===== src/rtl/adlf_pkg.sv =====
// ----------------------------------------------------------------------------
// adlf_pkg
// Shared constants, types and helpers of the adjacent duplicate line filter.
// ----------------------------------------------------------------------------
package adlf_pkg;

    // line store geometry
    localparam int MAX_LINE   = 256;
    localparam int POS_W      = $clog2(MAX_LINE);
    localparam int LEN_W      = $clog2(MAX_LINE + 1);
    localparam int ADDR_W     = POS_W + 1;
    localparam int STORE_SIZE = 2 * MAX_LINE;

    // run counter, saturating
    localparam int COUNT_BITS = 16;

    // port widths fixed by the interface
    localparam int MODE_W      = 2;
    localparam int LIMIT_W     = 9;
    localparam int CFG_INDEX_W = 1;
    localparam int CFG_DATA_W  = 9;
    localparam int START_W     = 32;
    localparam int OUT_COUNT_W = 16;
    localparam int OUT_BYTES_W = 9;

    // register indexes
    localparam logic [CFG_INDEX_W-1:0] REG_FILTER_MODE = 1'd0;
    localparam logic [CFG_INDEX_W-1:0] REG_PIECE_LIMIT = 1'd1;

    // reset values of the registers
    localparam logic [MODE_W-1:0]  FILTER_MODE_RESET = 2'd0;
    localparam logic [LIMIT_W-1:0] PIECE_LIMIT_RESET = 9'd255;

    // filter mode bits
    localparam int MODE_UNIQUE_BIT   = 0;
    localparam int MODE_REPEATED_BIT = 1;

    // newline byte ends a piece
    localparam logic [7:0] NL_BYTE = 8'd10;

    // result queue
    localparam int FIFO_DEPTH = 4;
    localparam int FIFO_PTR_W = $clog2(FIFO_DEPTH);
    localparam int FIFO_CNT_W = $clog2(FIFO_DEPTH + 1);

    // item after the store read has been issued
    typedef struct packed {
        logic             eos;
        logic             close;
        logic [7:0]       data;
        logic [POS_W-1:0] pos;
        logic [LEN_W-1:0] len;
    } piece_item_t;

    // one reported run
    typedef struct packed {
        logic [START_W-1:0]     start;
        logic [OUT_COUNT_W-1:0] count;
        logic [OUT_BYTES_W-1:0] bytes;
        logic                   last;
    } run_result_t;

    // mode filter, the unique bit takes priority over the repeated bit
    function automatic logic passes_filter(logic [MODE_W-1:0] mode,
                                           logic [COUNT_BITS-1:0] cnt);
        logic single;
        single = (cnt == COUNT_BITS'(1));
        if (mode[MODE_UNIQUE_BIT])
            return single;
        else if (mode[MODE_REPEATED_BIT])
            return !single;
        else
            return 1'b1;
    endfunction

endpackage


===== src/rtl/adlf_line_store.sv =====
// ----------------------------------------------------------------------------
// adlf_line_store
// Ping-pong line store: one write and one registered read per cycle.
// ----------------------------------------------------------------------------
module adlf_line_store (
    input  logic                       clk,
    input  logic                       wr_en,
    input  logic [adlf_pkg::ADDR_W-1:0] wr_addr,
    input  logic [7:0]                 wr_data,
    input  logic                       rd_en,
    input  logic [adlf_pkg::ADDR_W-1:0] rd_addr,
    output logic [7:0]                 rd_data
);
    import adlf_pkg::*;

    logic [7:0] mem [STORE_SIZE];
    logic [7:0] rd_data_reg;

    // write port
    always_ff @(posedge clk)
    begin
        if (wr_en)
        begin
            mem[wr_addr] <= wr_data;
        end
    end

    // read port, registered
    always_ff @(posedge clk)
    begin
        if (rd_en)
        begin
            rd_data_reg <= mem[rd_addr];
        end
    end

    assign rd_data = rd_data_reg;

endmodule


===== src/rtl/adlf_run_tracker.sv =====
// ----------------------------------------------------------------------------
// adlf_run_tracker
// Compares each byte against the previous piece, counts runs of equal
// pieces and produces up to two run reports per item.
// ----------------------------------------------------------------------------
module adlf_run_tracker (
    input  logic                        clk,
    input  logic                        rst_n,
    input  logic                        fire,
    input  adlf_pkg::piece_item_t       item,
    input  logic [7:0]                  rd_data,
    input  logic [adlf_pkg::MODE_W-1:0] filter_mode,
    output logic [1:0]                  push_cnt,
    output adlf_pkg::run_result_t       push_a,
    output adlf_pkg::run_result_t       push_b
);
    import adlf_pkg::*;

    localparam logic [COUNT_BITS-1:0] COUNT_TOP = '1;

    logic                   have_prev_reg, have_prev_next;
    logic                   mismatch_reg, mismatch_next;
    logic [LEN_W-1:0]       prev_len_reg, prev_len_next;
    logic [COUNT_BITS-1:0]  count_reg, count_next;
    logic [START_W-1:0]     first_reg, first_next;
    logic [START_W-1:0]     index_reg, index_next;

    logic                   mm_now;
    logic                   mism_eff;
    logic                   same;
    logic                   emit_close;
    logic                   emit_flush;
    logic                   a_have;
    logic [LEN_W-1:0]       a_plen;
    logic [COUNT_BITS-1:0]  a_count;
    logic [START_W-1:0]     a_first;
    logic [START_W-1:0]     a_index;
    logic                   a_mm;
    run_result_t            res_close;
    run_result_t            res_flush;

    // byte compare and piece close
    always_comb
    begin
        mm_now   = !have_prev_reg || (LEN_W'(item.pos) >= prev_len_reg) ||
                   (rd_data != item.data);
        mism_eff = item.eos ? mismatch_reg : (mismatch_reg | mm_now);
        same     = have_prev_reg && !mism_eff && (item.len == prev_len_reg);

        a_have     = have_prev_reg;
        a_plen     = prev_len_reg;
        a_count    = count_reg;
        a_first    = first_reg;
        a_index    = index_reg;
        a_mm       = mism_eff;
        emit_close = 1'b0;

        if (item.close)
        begin
            if (same)
            begin
                if (count_reg != COUNT_TOP)
                begin
                    a_count = count_reg + COUNT_BITS'(1);
                end
            end
            else
            begin
                emit_close = have_prev_reg && passes_filter(filter_mode, count_reg);
                a_first    = index_reg;
                a_count    = COUNT_BITS'(1);
            end
            a_plen  = item.len;
            a_have  = 1'b1;
            a_index = index_reg + START_W'(1);
            a_mm    = 1'b0;
        end

        emit_flush = item.eos && a_have && passes_filter(filter_mode, a_count);
    end

    // report records
    always_comb
    begin
        res_close.start = first_reg;
        res_close.count = OUT_COUNT_W'(count_reg);
        res_close.bytes = OUT_BYTES_W'(prev_len_reg);
        res_close.last  = !emit_flush;

        res_flush.start = a_first;
        res_flush.count = OUT_COUNT_W'(a_count);
        res_flush.bytes = OUT_BYTES_W'(a_plen);
        res_flush.last  = 1'b1;

        push_a   = emit_close ? res_close : res_flush;
        push_b   = res_flush;
        push_cnt = fire ? (2'(emit_close) + 2'(emit_flush)) : 2'd0;
    end

    // next state, end of stream returns to reset values
    always_comb
    begin
        if (item.eos)
        begin
            have_prev_next = 1'b0;
            mismatch_next  = 1'b0;
            prev_len_next  = '0;
            count_next     = '0;
            first_next     = '0;
            index_next     = '0;
        end
        else
        begin
            have_prev_next = a_have;
            mismatch_next  = a_mm;
            prev_len_next  = a_plen;
            count_next     = a_count;
            first_next     = a_first;
            index_next     = a_index;
        end
    end

    always_ff @(posedge clk or negedge rst_n)
    begin
        if (!rst_n)
        begin
            have_prev_reg <= 1'b0;
            mismatch_reg  <= 1'b0;
            prev_len_reg  <= '0;
            count_reg     <= '0;
            first_reg     <= '0;
            index_reg     <= '0;
        end
        else if (fire)
        begin
            have_prev_reg <= have_prev_next;
            mismatch_reg  <= mismatch_next;
            prev_len_reg  <= prev_len_next;
            count_reg     <= count_next;
            first_reg     <= first_next;
            index_reg     <= index_next;
        end
    end

endmodule


===== src/rtl/adlf_result_fifo.sv =====
// ----------------------------------------------------------------------------
// adlf_result_fifo
// Small result queue: takes up to two reports per cycle, hands out one while pop is high.
// ----------------------------------------------------------------------------
module adlf_result_fifo (
    input  logic                  clk,
    input  logic                  rst_n,
    input  logic [1:0]            push_cnt,
    input  adlf_pkg::run_result_t push_a,
    input  adlf_pkg::run_result_t push_b,
    output logic                  room,
    output logic                  head_valid,
    output adlf_pkg::run_result_t head,
    input  logic                  pop
);
    import adlf_pkg::*;

    run_result_t           entries [FIFO_DEPTH];
    logic [FIFO_PTR_W-1:0] wr_ptr_reg, wr_ptr_next;
    logic [FIFO_PTR_W-1:0] rd_ptr_reg, rd_ptr_next;
    logic [FIFO_CNT_W-1:0] count_reg, count_next;
    logic                  do_pop;

    // pointer and fill bookkeeping
    always_comb
    begin
        do_pop      = pop && head_valid;
        wr_ptr_next = wr_ptr_reg + FIFO_PTR_W'(push_cnt);
        rd_ptr_next = rd_ptr_reg + FIFO_PTR_W'(do_pop);
        count_next  = count_reg + FIFO_CNT_W'(push_cnt) - FIFO_CNT_W'(do_pop);
    end

    always_ff @(posedge clk or negedge rst_n)
    begin
        if (!rst_n)
        begin
            wr_ptr_reg <= '0;
            rd_ptr_reg <= '0;
            count_reg  <= '0;
        end
        else
        begin
            wr_ptr_reg <= wr_ptr_next;
            rd_ptr_reg <= rd_ptr_next;
            count_reg  <= count_next;
        end
    end

    // entry writes
    always_ff @(posedge clk)
    begin
        if (push_cnt != 2'd0)
        begin
            entries[wr_ptr_reg] <= push_a;
        end
        if (push_cnt == 2'd2)
        begin
            entries[wr_ptr_reg + FIFO_PTR_W'(1)] <= push_b;
        end
    end

    assign room       = (count_reg <= FIFO_CNT_W'(FIFO_DEPTH - 2));
    assign head_valid = (count_reg != '0);
    assign head       = entries[rd_ptr_reg];

    // queue never overflows
    a_no_overflow: assert property (@(posedge clk) disable iff (!rst_n)
        count_reg <= FIFO_CNT_W'(FIFO_DEPTH))
        else $error("result queue overflow");

endmodule


===== src/rtl/adjacent_duplicate_line_filter.sv =====
// ----------------------------------------------------------------------------
// adjacent_duplicate_line_filter
// Adjacent duplicate line filter over a text byte stream, reporting runs
// of equal line pieces.
// ----------------------------------------------------------------------------
//  channel  handshake              payload
//  in       in_valid / in_stall    data_byte, end_of_stream
//  out      out_valid / out_stall  run_start, run_count, run_bytes, last_result
//  cfg      cfg_we                 cfg_index, cfg_data
//
//  One item per cycle while in_stall is low: the store write and the compare
//  read of a byte are issued in the cycle it is taken, the compare and run
//  update follow when the waiting item fires, on the registered read data.
//  A report passes the item register and the result queue to out_valid; the
//  queue hands out one report per cycle while out_stall is low, an end of stream may queue two.
//  Reset clears all control state; the line store needs no clearing pass.
//  in_stall rises only while the result queue lacks room for two reports.
// ----------------------------------------------------------------------------
module adjacent_duplicate_line_filter (
    input  logic                              clk,
    input  logic                              rst_n,
    // input items
    input  logic                              in_valid,
    output logic                              in_stall,
    input  logic [7:0]                        data_byte,
    input  logic                              end_of_stream,
    // result items
    output logic                              out_valid,
    input  logic                              out_stall,
    output logic [adlf_pkg::START_W-1:0]      run_start,
    output logic [adlf_pkg::OUT_COUNT_W-1:0]  run_count,
    output logic [adlf_pkg::OUT_BYTES_W-1:0]  run_bytes,
    output logic                              last_result,
    // configuration
    input  logic                              cfg_we,
    input  logic [adlf_pkg::CFG_INDEX_W-1:0]  cfg_index,
    input  logic [adlf_pkg::CFG_DATA_W-1:0]   cfg_data
);
    import adlf_pkg::*;

    logic [MODE_W-1:0]  filter_mode_reg;
    logic [LIMIT_W-1:0] piece_limit_reg;

    logic [POS_W-1:0]   byte_pos_reg, byte_pos_next;
    logic               half_reg, half_next;
    logic               s1_valid_reg;
    piece_item_t        s1_item_reg, s1_item_next;

    logic               accept;
    logic               s1_fire;
    logic [LEN_W-1:0]   lim_eff;
    logic [LEN_W-1:0]   pos_plus;
    logic [7:0]         rd_data;
    logic               fifo_room;
    logic [1:0]         push_cnt;
    run_result_t        push_a;
    run_result_t        push_b;
    run_result_t        head;

    // configuration registers
    always_ff @(posedge clk or negedge rst_n)
    begin
        if (!rst_n)
        begin
            filter_mode_reg <= FILTER_MODE_RESET;
            piece_limit_reg <= PIECE_LIMIT_RESET;
        end
        else if (cfg_we)
        begin
            case (cfg_index)
                REG_FILTER_MODE: filter_mode_reg <= cfg_data[MODE_W-1:0];
                REG_PIECE_LIMIT: piece_limit_reg <= cfg_data[LIMIT_W-1:0];
                default:         ;
            endcase
        end
    end

    // handshake
    assign s1_fire  = s1_valid_reg && fifo_room;
    assign in_stall = s1_valid_reg && !fifo_room;
    assign accept   = in_valid && !in_stall;

    // piece limit clamped to 1..MAX_LINE
    always_comb
    begin
        if (piece_limit_reg == '0)
            lim_eff = LEN_W'(1);
        else if (32'(piece_limit_reg) > 32'(MAX_LINE))
            lim_eff = LEN_W'(MAX_LINE);
        else
            lim_eff = LEN_W'(piece_limit_reg);
    end

    // byte position and half tracking, piece end detection
    always_comb
    begin
        pos_plus           = LEN_W'(byte_pos_reg) + LEN_W'(1);
        s1_item_next.eos   = end_of_stream;
        s1_item_next.data  = data_byte;
        s1_item_next.pos   = byte_pos_reg;
        byte_pos_next      = byte_pos_reg;
        half_next          = half_reg;
        if (end_of_stream)
        begin
            s1_item_next.close = (byte_pos_reg != '0);
            s1_item_next.len   = LEN_W'(byte_pos_reg);
            byte_pos_next      = '0;
            half_next          = 1'b0;
        end
        else
        begin
            s1_item_next.close = (data_byte == NL_BYTE) || (pos_plus >= lim_eff);
            s1_item_next.len   = pos_plus;
            if (s1_item_next.close)
            begin
                byte_pos_next = '0;
                half_next     = !half_reg;
            end
            else
            begin
                byte_pos_next = POS_W'(pos_plus);
            end
        end
    end

    always_ff @(posedge clk or negedge rst_n)
    begin
        if (!rst_n)
        begin
            byte_pos_reg <= '0;
            half_reg     <= 1'b0;
            s1_valid_reg <= 1'b0;
        end
        else
        begin
            if (accept)
            begin
                byte_pos_reg <= byte_pos_next;
                half_reg     <= half_next;
            end
            if (accept)
                s1_valid_reg <= 1'b1;
            else if (s1_fire)
                s1_valid_reg <= 1'b0;
        end
    end

    // item payload waiting for store read data
    always_ff @(posedge clk)
    begin
        if (accept)
        begin
            s1_item_reg <= s1_item_next;
        end
    end

    // store: write this half, read the other half at the same position
    adlf_line_store u_store (
        .clk     (clk),
        .wr_en   (accept && !end_of_stream),
        .wr_addr ({half_reg, byte_pos_reg}),
        .wr_data (data_byte),
        .rd_en   (accept),
        .rd_addr ({!half_reg, byte_pos_reg}),
        .rd_data (rd_data)
    );

    adlf_run_tracker u_tracker (
        .clk         (clk),
        .rst_n       (rst_n),
        .fire        (s1_fire),
        .item        (s1_item_reg),
        .rd_data     (rd_data),
        .filter_mode (filter_mode_reg),
        .push_cnt    (push_cnt),
        .push_a      (push_a),
        .push_b      (push_b)
    );

    adlf_result_fifo u_fifo (
        .clk        (clk),
        .rst_n      (rst_n),
        .push_cnt   (push_cnt),
        .push_a     (push_a),
        .push_b     (push_b),
        .room       (fifo_room),
        .head_valid (out_valid),
        .head       (head),
        .pop        (!out_stall)
    );

    assign run_start   = head.start;
    assign run_count   = head.count;
    assign run_bytes   = head.bytes;
    assign last_result = head.last;

    // an open piece never reaches the store half size
    a_pos_in_range: assert property (@(posedge clk) disable iff (!rst_n)
        32'(byte_pos_reg) < 32'(MAX_LINE))
        else $error("byte position past line store half");

    // end of stream restarts position and half
    a_eos_restart: assert property (@(posedge clk) disable iff (!rst_n)
        accept && end_of_stream |=> byte_pos_reg == '0 && !half_reg)
        else $error("end of stream did not restart piece tracking");

    // two reports only come from an end of stream
    a_two_only_eos: assert property (@(posedge clk) disable iff (!rst_n)
        push_cnt == 2'd2 |-> s1_item_reg.eos)
        else $error("double report without end of stream");

    // reports are only queued when the waiting item moves on
    a_push_on_fire: assert property (@(posedge clk) disable iff (!rst_n)
        push_cnt != 2'd0 |-> s1_fire)
        else $error("report queued without item");

endmodule

===== config.mk =====
export PLATFORM = sky130hd
export DESIGN_NAME = adjacent_duplicate_line_filter
export DESIGN_NICKNAME = d
export VERILOG_FILES = /design/src/rtl/adlf_pkg.sv /design/src/rtl/adlf_line_store.sv /design/src/rtl/adlf_run_tracker.sv /design/src/rtl/adlf_result_fifo.sv /design/src/rtl/adjacent_duplicate_line_filter.sv
export SDC_FILE = /design/constraint.sdc
export NUM_CORES = 2
export LEC_CHECK = 0
export BUFFER_PORTS_ARGS = -buffer_cell sky130_fd_sc_hd__buf_2
export CAP_MARGIN = 30
export CORE_MARGIN = 5
export CORE_UTILIZATION = 40
export DETAILED_ROUTE_END_ITERATION = 8
export PLACE_DENSITY_LB_ADDON = 0.15
export SLEW_MARGIN = 10
export SYNTH_ARGS = -nofsm -noshare
export SYNTH_HDL_FRONTEND = slang
export SYNTH_MEMORY_MAX_BITS = 65536
export SYNTH_SLANG_ARGS = --single-unit

===== constraint.sdc =====
create_clock -name clk -period 5.1 [get_ports clk]
set_input_delay 0.255 -clock clk [delete_from_list [all_inputs] [get_ports clk]]
set_output_delay 0.255 -clock clk [all_outputs]
set_load 0.005 [all_outputs]

; Yosys cells after proc, flatten, opt, wreduce, memory -nomap -nowiden
; Memory sizes are Yosys's and may differ from the RTL's. A register that Yosys moved wholly into a read port is not among the register bits.
; Index checks and enable logic that the tools add are counted.
[word_totals]
ff_bits = 146
latchBits = 0
ram_bits = 4328
rom_bits = 0
output_inout_bits = 60
mem_count = 2
[mem_list]
columns = name, depth, word_bits, rd, rd_ports_with_merged_regs, wr, line_no
row1 = u_store.mem, 512, 8, 1, 1, 1, adlf_line_store.sv:16  ; logic [7:0] mem [STORE_SIZE];
row2 = u_fifo.entries, 4, 58, 1, 0, 2, adlf_result_fifo.sv:18  ; run_result_t entries [FIFO_DEPTH];
[classes]
addsub = 9
mul = 0
div_mod_pow = 0
n_lt_le_gt_ge = 4
n_eq_ne = 7
shifts = 0
mux = 42
bitwise_logic = 2
n_reduce_logical = 34
[ops]
columns = op, count
row1 = 2-to-1 mux 32 bit, 5
row2 = 2-to-1 mux 16 bit, 4
row3 = 2-to-1 mux 58 bit, 1
row4 = 2-to-1 mux 9 bit, 4
row5 = adder 32 x 1 -> 32 bit (second input constant), 1
row6 = == test 16 x 1 -> 1 bit (second input constant), 2
row7 = 2-to-1 mux 1 bit, 24
row8 = 2-to-1 mux 8 bit, 3
row9 = adder 16 x 1 -> 16 bit (second input constant), 1
row10 = != test 16 bit (second input constant), 1
row11 = logical AND 1 bit, 10
row12 = zero test 1 bit, 10
row13 = adder 8 x 1 -> 9 bit (second input constant), 1
row14 = == test 9 bit, 1
row15 = greater-or-equal comparator 8 x 9 -> 1 bit, 1
row16 = greater-or-equal comparator 9 bit, 1
row17 = > comparator 9 bit (second input constant), 1
row18 = zero test 9 bit, 1
row19 = == test 8 x 4 -> 1 bit (second input constant), 1
row20 = != test 8 bit, 1
row21 = AND reduction 2 bit, 4
row22 = nonzero test 2 bit, 4
row23 = nonzero test 8 bit, 1
row24 = adder 3 x 2 -> 3 bit, 1
row25 = 12 further kinds, 14

; Longest topological paths before layout
[logic_depth]
word_depth = 20
depth_mapped = 20
mapped_depth_nobuf = 19

; Modules after synthesis
; Synthesis repeated with hierarchy kept, for this count alone.
[unflattened]
cells_unflattened = 9468
area_unflattened_um2 = 180141.5
[by_module_without_submodules]
columns = mod, n_inst, cells_per_inst, area_each_um2, seq_area_each_um2
row1 = adlf_line_store, 1, 8030, 160007.2, 123238.2
row2 = adlf_result_fifo, 1, 601, 11616.1, 7141.8
row3 = adlf_run_tracker, 1, 649, 6237.2, 2277.2
row4 = adjacent_duplicate_line_filter, 1, 188, 2280.9, 1346.3

; Worst setup path after synthesis
; Ideal clock, no wire load.
[synth_path]
kind = register to register
startpoint = register u_tracker.count_reg[5]
endpoint = memory u_fifo.entries[0][10] (netlist name), data pin
setup_ns = 0.137
arrival_ns = 5.287
required_time_ns = 4.963
slack_ns = -0.324
path_stages_with_launch = 18
n_path_buf = 3
cell_sequence = dfrtp_1 -> buf_2 -> nand3_1 -> nor4_2 -> or2_2 -> clkbuf_2 -> nor2_1 -> o41ai_1 -> nand4bb_1 -> a211oi_1 -> mux2_2 -> ha_1 -> o21ai_0 -> or3_1 -> and2_1 -> clkbuf_1 -> inv_1 -> o311a_1
[synth_lines]
columns = item, line_no
row1 = start: declaration, adlf_run_tracker.sv:24  ; logic [COUNT_BITS-1:0] count_reg, count_next;
row2 = start signal: assignment, adlf_run_tracker.sv:139  ; count_reg <= count_next;
row3 = end: declaration, adlf_result_fifo.sv:18

==> metrics.txt <==
status complete, but fails checks; failing checks max-slew violations; crit-path max cell delay 1090 ps; placed cells 15000; Slew Viols, Final 56; TritonCTS Buffers 468; H-tree levels 5; initial antenna violation count 38; Max FO, Critical Path 24; Fin Clk Skew 63.4 ps; Total Routing Usage GR 0.238; Lkg Pwr 64.5 nW; starting density of the core 0.401; drt first pass iters 6; clock sink count 4482; worst hold start cfg_data[7]; post-synthesis sequential area ratio 0.757; synthesis-stage register bit count 4482; largest register by flop count u_store.mem; Largest register FFs 4096; Routed wire per std cell 34.5 um; Synth async-reset ratio 0.0266; Final Wtd Congestion 0.908; Reg2Reg Depth 10; EDFF count, synth 4359; CTS Buffer Depth 4; actual slew at the worst max-slew pin 1600 ps; most common cell after layout, fill and taps aside edfxtp_1; vias in the first global route 94500; Worst Setup SP byte_pos_reg[0]$_DFFE_PN0P_; slowest CP cell dfrtp_4; fin crit period 5000 ps; hold slack 114 ps; period utilisation layout 0.980; critical path, cell by cell buf_12 -> buf_12 -> buf_4 -> mux4_2 -> a221oi_1 -> o22ai_1 -> o21ai_0 -> buf_4 -> nand2_1 -> or4_1; setup TNS 0 ps; r2r startpoint byte_pos_reg[0]$_DFFE_PN0P_; pin count of the biggest net entering global routing 203; hold crit path type input port to flop; Syn Inst Count 8688; maximum VDD drop 0.339 mV; Avg Cell Area, Syn 20.4 sq um; placed cell area 0.190 sq mm; Vias/cell 5.91; io pins 84; WP data required 5850 ps; FP Rows 244; remaining global-route overflow 0; Root Buffer clkbuf_16; Primary FF master, synth edfxtp_1; Die Area 0.456 sq mm; Worst-Skew Late Latency 1050 ps; CP Class flop to flop; DR iter-0 viols 12100; Vias 94500; final hold vios 0; CTS tree built; crit start category flop; syn_nets 8743; RSZ-0062 raised after global routing false; biggest regs u_store.mem x4096, u_fifo.entries x232; Synth cell types 77; Antenna Nets Post-Route 0; Slew HR -0.0683; Syn-to-layout area delta 16.6%; Post-Syn Area 0.177 sq mm; Hold Path Depth 3; DRT Wirelength 552 mm; Pwr Density 479 mW/mm^2; Total Nets Final 9705; design area 0.206 sq mm; IO Port Bufs 83; commonest cells after routing, fill and taps aside edfxtp_1, mux4_2, buf_4; post-detail-place hpwl 359 mm; fraction of layout instances using a drive strength above 1 0.288; Core Region 0.441 sq mm; CP Capture Type flop; final setup fails 0; Residual DRC 0; Power Total 98.7 mW; FMAX 200 MHz; Max Cap Viol 0; Yosys warning total 0; first-pass GRT wire length 767 mm; Die W 675 um; clk slew on worst S/H paths 60 ps; Data arrival, critical path 5750 ps; chip height 675 um; fin cells 16000
## final timing paths
path / slack (ps) / end
max: 100 / u_store.rd_data[4]$_DFFE_PP_
min: 110 / piece_limit_reg[7]$_DFFE_PN1P_
max reg2reg: 100 / u_store.rd_data[4]$_DFFE_PP_
min reg2reg: 460 / u_fifo.entries[2][0]$_SDFFE_PP1N_
max in group asynchronous: 4040 / byte_pos_reg[1]$_DFFE_PN0P_
min in group asynchronous: 390 / u_tracker.first_reg[13]$_DFFE_PN0P_
## Yosys cell counts (all sizes together), types with 11 or more instances
library cell	instances	area, sq um
and2	15	93.8
mux4	1101	24800
edfxtp	4359	131000
inv	32	120
nand4	36	225
o22ai	50	313
or3	23	144
nor2	658	2470
o21ai	119	596
xnor2	21	184
nor2b	23	144
mux2	23	259
a31oi	14	87.6
mux2i	210	2100
buf	276	1540
a221oi	44	385
a22oi	224	1680
a211oi	22	165
nor4	27	175
dfrtp	111	2780
a22o	206	1800
nand2b	16	100
nand2	260	976
a21oi	172	861
o211ai	11	82.6
ha	30	375
and3	16	100
clkbuf	288	1080
xor2	41	359
nand3	86	430
a32o	11	110
nor3	44	220
## logic make-up after synthesis
group                    after synthesis  synth area share
adder cells (fa/ha/maj)               31           0.00224
AO/OA/AOI/OAI                        937            0.0376
buffers and inverters                599            0.0156
AND/OR/NAND/NOR                     1243            0.0305
XOR/XNOR                              62           0.00307
flip-flops                          4482             0.757
multiplexers                        1334             0.154
## worst max-delay path, delay by kind of cell, from the launching register on
kind                   cells  cell delay (ps)
DFF                        1             1090
muxes                      1              550
buffers and inverters      4             1000
and+or+nand+nor            2              730
AOI/OAI and AO/OA          3             1190
## routing by layer
| layer | vias to the layer above | wire (um) | GRT usage |
|---|---|---|---|
| met3 | 926 | 45300 | 0.0514 |
| met4 | 4 | 21500 | 0.0842 |
| met1 | 51100 | 224000 | 0.328 |
| li1 | 38100 | - | - |
| met5 | - | 23 | 0 |
| met2 | 4373 | 261000 | 0.378 |
## where the power goes
group	switching, mW	internal (mW)
Sequential	0.644	40.9
Combinational	13.7	9.75
Clock	14.3	19.4
Total	28.7	70.0
## area by class of cell
class                           count  area (sq um)
Fill cell                       36600        235000
Sequential cell                  4482        134000
Multi-Input combinational cell   3607         40500
Clock buffer                      589         12300
Timing Repair Buffer             1056          9040
Tap cell                         5904          7390
Clock inverter                    275          2710
Inverter                           35           139
Antenna cell                       27          67.6
## repair_timing
| item | 4_1_cts | 5_1_grt |
|---|---|---|
| buffers inserted | 0 | 4 |
| gates cloned | 0 | 0 |
| resized for setup | 4 | 14 |
| endpoints found under the setup margin | 260 | 273 |
| endpoints found under the hold margin | 912 | 0 |
| hold buffers | 32 | 0 |
## stage by stage
step | worst slack [ps] | util
2_1_floorplan | -31.0 | -
5_1_grt | 1.82 | 0.467
4_1_cts | 10.9 | 0.467
3_5_place_dp | -349 | 0.432
3_3_place_gp | -279 | 0.432
6_report | 104 | 0.467
Note: power is estimated with default switching activity, not from simulation.
